==> config.mk <==
export PLATFORM = sky130hd
export DESIGN_NAME = rau_ctrl
export DESIGN_NICKNAME = d
export VERILOG_FILES = /design/src/hdl/rau_pkg.sv /design/src/hdl/rau_ctrl.sv
export SDC_FILE = /design/constraint.sdc
export NUM_CORES = 1
export LEC_CHECK = 0
export ABC_AREA = 0
export BUFFER_PORTS_ARGS = -buffer_cell sky130_fd_sc_hd__buf_2
export CAP_MARGIN = 40
export CORE_MARGIN = 2
export CORE_UTILIZATION = 30
export CTS_CLUSTER_DIAMETER = 120
export DETAILED_ROUTE_END_ITERATION = 7
export PLACE_DENSITY = 0.56
export SETUP_SLACK_MARGIN = 0.15
export SYNTH_ARGS = -nofsm -noshare
export SYNTH_HDL_FRONTEND = slang
export SYNTH_SLANG_ARGS = --single-unit
==> constraint.sdc <==
create_clock -name i_clk -period 3 [get_ports i_clk]
set_input_delay 0.15 -clock i_clk [delete_from_list [all_inputs] [get_ports i_clk]]
set_output_delay 0.15 -clock i_clk [all_outputs]
set_load 0.01 [all_outputs]
==> src/hdl/rau_pkg.sv <==
// Types and opcode constants for the rational arithmetic unit.
// Depends on nothing; every other file imports it.
package rau_pkg;

    localparam logic [2:0] OP_ADD = 3'd0;
    localparam logic [2:0] OP_SUB = 3'd1;
    localparam logic [2:0] OP_MUL = 3'd2;
    localparam logic [2:0] OP_DIV = 3'd3;
    localparam logic [2:0] OP_CMP = 3'd4;

    typedef struct packed {
        logic [2:0]         opcode;
        logic signed [31:0] a_num;
        logic [30:0]        a_den;
        logic signed [31:0] b_num;
        logic [30:0]        b_den;
    } t_in_beat;

    typedef struct packed {
        logic signed [63:0] res_num;
        logic [62:0]        res_den;
        logic               cmp_less;
        logic               cmp_equal;
        logic               cmp_greater;
        logic               status;
    } t_out_beat;

    // Commands from controller to datapath.
    typedef struct packed {
        logic load;     // capture operands
        logic mul_lo;   // first cross products (low halves)
        logic mul_hi;   // finish cross products
        logic form;     // form numerator and denominator
        logic gcd_init; // start gcd
        logic gcd_step; // one gcd subtract/shift step
        logic div_init; // start divisions by gcd
        logic div_step; // one quotient bit for both divisions
        logic finish;   // build result
    } t_cmd;

    // Status from datapath to controller.
    typedef struct packed {
        logic err;      // immediate error
        logic is_cmp;   // compare opcode
        logic zero_num; // numerator zero
        logic gcd_done;
        logic div_done;
    } t_stat;

endpackage

==> src/hdl/rau_ctrl.sv <==
// Controller state machine for the rational arithmetic unit.
// Depends on rau_pkg.
module rau_ctrl (
    input  logic           i_clk,
    input  logic           i_rst_n,
    input  logic           i_start,
    input  rau_pkg::t_stat i_stat,
    output rau_pkg::t_cmd  o_cmd,
    output logic           o_busy,
    output logic           o_done
);
    import rau_pkg::*;

    typedef enum logic [8:0] {
        S_IDLE  = 9'b000000001,
        S_MULLO = 9'b000000010,
        S_MULHI = 9'b000000100,
        S_FORM  = 9'b000001000,
        S_CHECK = 9'b000010000,
        S_GCD   = 9'b000100000,
        S_DINIT = 9'b001000000,
        S_DIV   = 9'b010000000,
        S_FIN   = 9'b100000000
    } t_state;

    t_state r_state, n_state;

    // Advance the sequence.
    always_comb begin
        n_state = r_state;
        o_cmd   = '0;
        unique case (r_state)
            S_IDLE: begin
                if (i_start) begin
                    o_cmd.load = 1'b1;
                    n_state    = S_MULLO;
                end
            end
            S_MULLO: begin
                o_cmd.mul_lo = 1'b1;
                n_state      = S_MULHI;
            end
            S_MULHI: begin
                o_cmd.mul_hi = 1'b1;
                n_state      = S_FORM;
            end
            S_FORM: begin
                o_cmd.form = 1'b1;
                n_state    = S_CHECK;
            end
            S_CHECK: begin
                if (i_stat.err || i_stat.is_cmp || i_stat.zero_num) begin
                    n_state = S_FIN;
                end else begin
                    o_cmd.gcd_init = 1'b1;
                    n_state        = S_GCD;
                end
            end
            S_GCD: begin
                if (i_stat.gcd_done) begin
                    n_state = S_DINIT;
                end else begin
                    o_cmd.gcd_step = 1'b1;
                end
            end
            S_DINIT: begin
                o_cmd.div_init = 1'b1;
                n_state        = S_DIV;
            end
            S_DIV: begin
                if (i_stat.div_done) begin
                    n_state = S_FIN;
                end else begin
                    o_cmd.div_step = 1'b1;
                end
            end
            S_FIN: begin
                o_cmd.finish = 1'b1;
                n_state      = S_IDLE;
            end
            default: n_state = S_IDLE;
        endcase
    end

    always_ff @(posedge i_clk) begin
        if (!i_rst_n) begin
            r_state <= S_IDLE;
        end else begin
            r_state <= n_state;
        end
    end

    assign o_busy = (r_state != S_IDLE);
    assign o_done = (r_state == S_FIN);

    // The finish state is always followed by idle.
    a_fin_from_chain: assert property (@(posedge i_clk) disable iff (!i_rst_n)
        (r_state == S_FIN) |=> (r_state == S_IDLE)) else $error("fin not one cycle");
    a_start_leaves_idle: assert property (@(posedge i_clk) disable iff (!i_rst_n)
        (r_state == S_IDLE && i_start) |=> (r_state == S_MULLO))
        else $error("start lost");
    a_gcd_exit: assert property (@(posedge i_clk) disable iff (!i_rst_n)
        (r_state == S_GCD && i_stat.gcd_done) |=> (r_state == S_DINIT))
        else $error("gcd exit");
endmodule

==> results.cfg, run 1 <==
[setup_path]
criticalPathCategory = flip-flop to output port
crit_arrival_ns = 1.68
crit_path_max_fanout = 7
worstPathRequired_ns = 2.85
end_kind = output port
cp-start-kind = flip-flop

[finish]
finalNonFillerCells = 113
layout_common_cells = buf_2, dfxtp_1, nor2_1
utilization = 0.382
final_common_cell = buf_2
drive_gt1_frac = 0.395
largest-register = r_state
reg_top3 = r_state: 9 flops
largest_register_ffs = 9
n_antenna_cell = 0
nets = 95
syn2layout_area_growth_pct = 17.0

[drt]
vias = 546
wirelength_um = 1350
drtPass1Iterations = 4
antenna_left = 0
drt_iter0_markers = 5
route.detailed.drc = 0
routed_via_density = 4.83
wl_per_cell_um = 11.9

[clocking]
cts_buffers = 3
cts.htree.levels = 1
clk_latency_ns = 0.26
cts.sinks = 9
cts_hold_buffers = 0
postCtsSetupBuffers = 0
cts-resized-gates = 0
root_buffer = clkbuf_4
clk_pin_slew_ns = 0.06
cts_tree = built
cts_max_path_buffers = 2

[place]
dp.final_hpwl_um = 1050
io_buffers = 18
gp_congestion = 0.728
dp.cells = 109

[power_and_ir_drop]
p_leak_uw = 0.000323
irDropWorstVdd_v = 0.000158
finalPower_uw = 276
p_per_area_nw_per_um2 = 360

[synthesis]
syn_nets = 77
ys.flop_type = dfxtp_1
ys_warn_count = 0
seq_area_frac_synth = 0.276
postSynthAreaPerCell_um2 = 9.47
syn_area_um2 = 653
synth_cell_type_count = 37
synthArstFlopShare = 0
synth-edff-count = 0
syn_inst = 69
ys_seq_elements = 9

[global_route]
overflow = 0
track_usage = 0.123
grt_pass1_wl_um = 2370
antenna_found_initial = 0
grt_max_degree = 12
grt_pass1_vias = 541

[timing]
rsz0062_at_grt = false
max_freq_ghz = 0.547
fin_skew_ns = 0.00677
fin_crit_ns = 1.83
setup_viol_count_final = 0
tightest_slew_ns = 0.474
final-hold-violation-count = 0
period_share = 0.609
fin_setup_tns_ns = 0
final_max_slew_viol_count = 0
slew_headroom = 0.683

[die]
boundaryPins = 19
start_util = 0.326
die_h_um = 50.7
chipWidth_um = 50.7
num_rows = 16
die_area_um2 = 2570
core-area_um2 = 2000

[run]
maxCapViolations = 0

[run_status]
status = completed

[min_path]
worstHoldPathType = input port to flip-flop
-- final cells by class --
type	count	area, µm²
Sequential cell	9	180
Inverter	3	11.3
Multi-Input combinational cell	52	423
Tap cell	27	33.8
Clock buffer	4	26.3
Fill cell	212	1240
Timing Repair Buffer	18	90.1
-- path summary, 6_finish.rpt --
path / slack [ns] / start / depth (start not counted) / endpoint
setup reg to reg: 1.35 / r_state[7] / 4 / r_state[4]
hold / removal: 0.11 / i_start / 2 / r_state[0]
hold reg to reg: 0.64 / r_state[3] / 1 / r_state[4]
setup / recovery: 1.17 / r_state[0] / 5 / o_cmd[1]
-- Yosys cell counts, drive strengths merged (2+ instances only) --
cell type / number / area [µm²]
nand2b: 2 / 12.5
nor4b: 4 / 47.6
nor4: 2 / 27.5
nor2: 10 / 50.1
nor3b: 2 / 20.0
nand2: 6 / 22.5
nand3b: 2 / 27.5
inv: 3 / 11.3
nor3: 6 / 40.0
xor2: 2 / 17.5
dfxtp: 9 / 180
buf: 5 / 38.8
-- routing by layer --
metal	wire (µm)	vias to the layer above	part of all wire	global-route usage
met3	18	4	0.013	0.0179
li1	-	279	-	-
met4	45	0	0.033	0.108
met5	0	-	0	0
met2	655	9	0.49	0.186
met1	630	254	0.47	0.150
-- cells by family (layout without fill, tap and decap cells) --
group,count (synthesis),after routing,synth area share
XOR/XNOR,2,2,0.0268
multiplexers,1,1,0.0153
AO/OA/AOI/OAI,8,8,0.126
AND/OR/NAND/NOR,41,41,0.479
buffers and inverters,8,25,0.0766
flip-flops,9,9,0.276
-- critical path, cell delays in order (launching register included) --
cell and delay, ns:
dfxtp_1 0.42, nor2_4 0.15, nand3b_4 0.14, or3_4 0.38
nor3_2 0.17, buf_2 0.15
-- where the power goes --
group | switching [µW] | internal (µW)
clock network | 45.1 | 51.3
logic | 27.4 | 22.2
registers | 6.89 | 123
-- stage by stage --
step                worst slack (ns)  instance area (µm²)  hold slack, ns
floorplan                       1.63                  653           0.239
global placement                1.42                  738           0.384
detailed placement              1.37                  738           0.388
CTS                             1.15                  764           0.111
global route                    1.05                  764           0.117
finish                          1.17                  764           0.113
Power figures use the tool's default switching activity.
==> inputs of run 2 (changes only) <==
--- a/config.mk
+++ b/config.mk
@@ -5,7 +5,7 @@
 export SDC_FILE = /design/constraint.sdc
 export NUM_CORES = 1
 export LEC_CHECK = 0
-export ABC_AREA = 0
+export ABC_AREA = 1
 export BUFFER_PORTS_ARGS = -buffer_cell sky130_fd_sc_hd__buf_2
 export CAP_MARGIN = 40
 export CORE_MARGIN = 2
==> constraint.sdc (replaced) <==
create_clock -name i_clk -period 1.8 [get_ports i_clk]
set_input_delay 0.09 -clock i_clk [delete_from_list [all_inputs] [get_ports i_clk]]
set_output_delay 0.09 -clock i_clk [all_outputs]
set_load 0.01 [all_outputs]
==> results.cfg, run 2 <==
[timing]
timing.final.ws_setup_ns = 0.380
rsz0062_at_grt = false
tightest_slew_ns = 0.240
setup_viol_count_final = 0
fin_crit_ns = 1.42
period_share = 0.789
fin_skew_ns = 0.00577
slew_headroom = 0.838
final-hold-violation-count = 0
max_freq_ghz = 0.704
final_max_slew_viol_count = 0
fin_setup_tns_ns = 0

[setup_path]
cpLargestDelayFamily = simple AND/OR/NAND/NOR gates
crit_path_max_fanout = 8
crit_arrival_ns = 1.33
worstPathRequired_ns = 1.71
crit_chain = inv_2, nand2_4, nor2_4, nand3_2, inv_1, buf_2
worstPathBufferInverterCount = 3
crit_slowest_cell = dfxtp_1
criticalPathCategory = flip-flop to output port
rr_worst_depth = 8
cp-start-kind = flip-flop
end_kind = output port
cp.depth = 6
max_stage_delay_ns = 0.32

[synthesis]
synth_most_common_cell = inv_1
synth_largest_area_cell = dfxtp_1
seq_area_frac_synth = 0.286
synth_area_leaders = dfxtp_1, inv_1, nor2_1
syn_inst = 96
syn_area_um2 = 629
ys_seq_elements = 9
ys.flop_type = dfxtp_1
syn_nets = 104
synth_cell_type_count = 20
synth_top_area_frac = 0.286
synth-edff-count = 0
postSynthAreaPerCell_um2 = 6.56
ys_warn_count = 0
synth_common_cells = inv_1, nor2_1, nand2_1
synthArstFlopShare = 0

[die]
core-area_um2 = 1960
die_h_um = 49.8
die_area_um2 = 2480
start_util = 0.321
boundaryPins = 19
chipWidth_um = 49.8
num_rows = 16

[finish]
reg_top3 = r_state: 9 flops
drive_gt1_frac = 0.362
fillCellCount = 246
utilization = 0.390
nets = 125
layout_common_cells = buf_2, inv_1, nor2_1
largest_register_ffs = 9
syn2layout_area_growth_pct = 21.5
final_common_cell = buf_2
largest-register = r_state
n_antenna_cell = 0

[drt]
wirelength_um = 1340
route.detailed.drc = 0
antenna_left = 0
wl_per_cell_um = 9.37
vias = 616
drt_iter0_markers = 6
drtPass1Iterations = 3
routed_via_density = 4.31

[place]
dp.final_hpwl_um = 1100
gp_congestion = 0.787
post-place-ws_ns = 0.514
io_buffers = 18

[clocking]
cts_max_path_buffers = 2
postCtsSetupBuffers = 0
clk_latency_ns = 0.27
cts-resized-gates = 0
cts.sinks = 9
root_buffer = clkbuf_4
cts_hold_buffers = 0
cts_tree = built
cts.htree.levels = 1
cts_buffers = 3
clk_pin_slew_ns = 0.06

[run]
maxCapViolations = 0

[global_route]
grt_pass1_wl_um = 2370
grt_max_degree = 9
grt_pass1_vias = 586
overflow = 0
track_usage = 0.126
antenna_found_initial = 0

[min_path]
whs_path_depth = 2
worstHoldPathType = input port to flip-flop

[power_and_ir_drop]
p_leak_uw = 0.000458
irDropWorstVdd_v = 0.000600
p_per_area_nw_per_um2 = 1090

[run_status]
status = completed
run 2: worst register-to-register path: stages, from the launching register on:
cell and delay, ns:
dfxtp_1 0.32, inv_2 0.07, nand2_4 0.07, nor2_4 0.24, nand3_2 0.17, nand3_4 0.16
nand2_1 0.06, nand2_1 0.07, nor2_1 0.04
run 2: report_power, final:
group	total (µW)	switching (µW)	leakage [µW]	internal (µW)
Combinational	418	273	0.000370	145
Clock	167	80.9	0.0000150	85.8
Sequential	251	22.7	0.0000731	229
Total	836	376	0.000458	460
run 2: cells by family after synthesis:
family | share of synthesized area
flops | 0.286
buf+inv | 0.151
compound gates | 0.0159
simple gates | 0.547
run 2: layout make-up:
type	instances	area (µm²)	area share
Tap cell	27	33.8	0.0442
Clock buffer	4	26.3	0.0344
Multi-Input combinational cell	64	354	0.463
Timing Repair Buffer	18	90.1	0.118
Sequential cell	9	180	0.236
Inverter	21	80.1	0.105
run 2: path summary, 6_finish.rpt:
check             slack [ns]        from    endpoint
hold / removal          0.05     i_rst_n  r_state[0]
setup reg to reg        0.52  r_state[3]  r_state[5]
setup / recovery        0.38  r_state[3]    o_cmd[1]
hold reg to reg         0.58  r_state[5]  r_state[5]
run 2: per-stage QoR:
step                instance area [µm²]  hold WS (ns)  std cells  total power [µW]
global placement                    738         0.323        139               679
CTS                                 764        0.0484        143               842
floorplan                           629         0.174         96               579
global route                        764        0.0729        143               901
finish                              764        0.0501        143               836
detailed placement                  738         0.327        139               676
run 2: metal layers:
metal | up-vias | part of all wire | GRT usage
li1 | 334 | - | -
met1 | 260 | 0.50 | 0.167
met2 | 18 | 0.42 | 0.187
met3 | 4 | 0.045 | 0.0121
met4 | 0 | 0.027 | 0.0972
met5 | - | 0 | 0
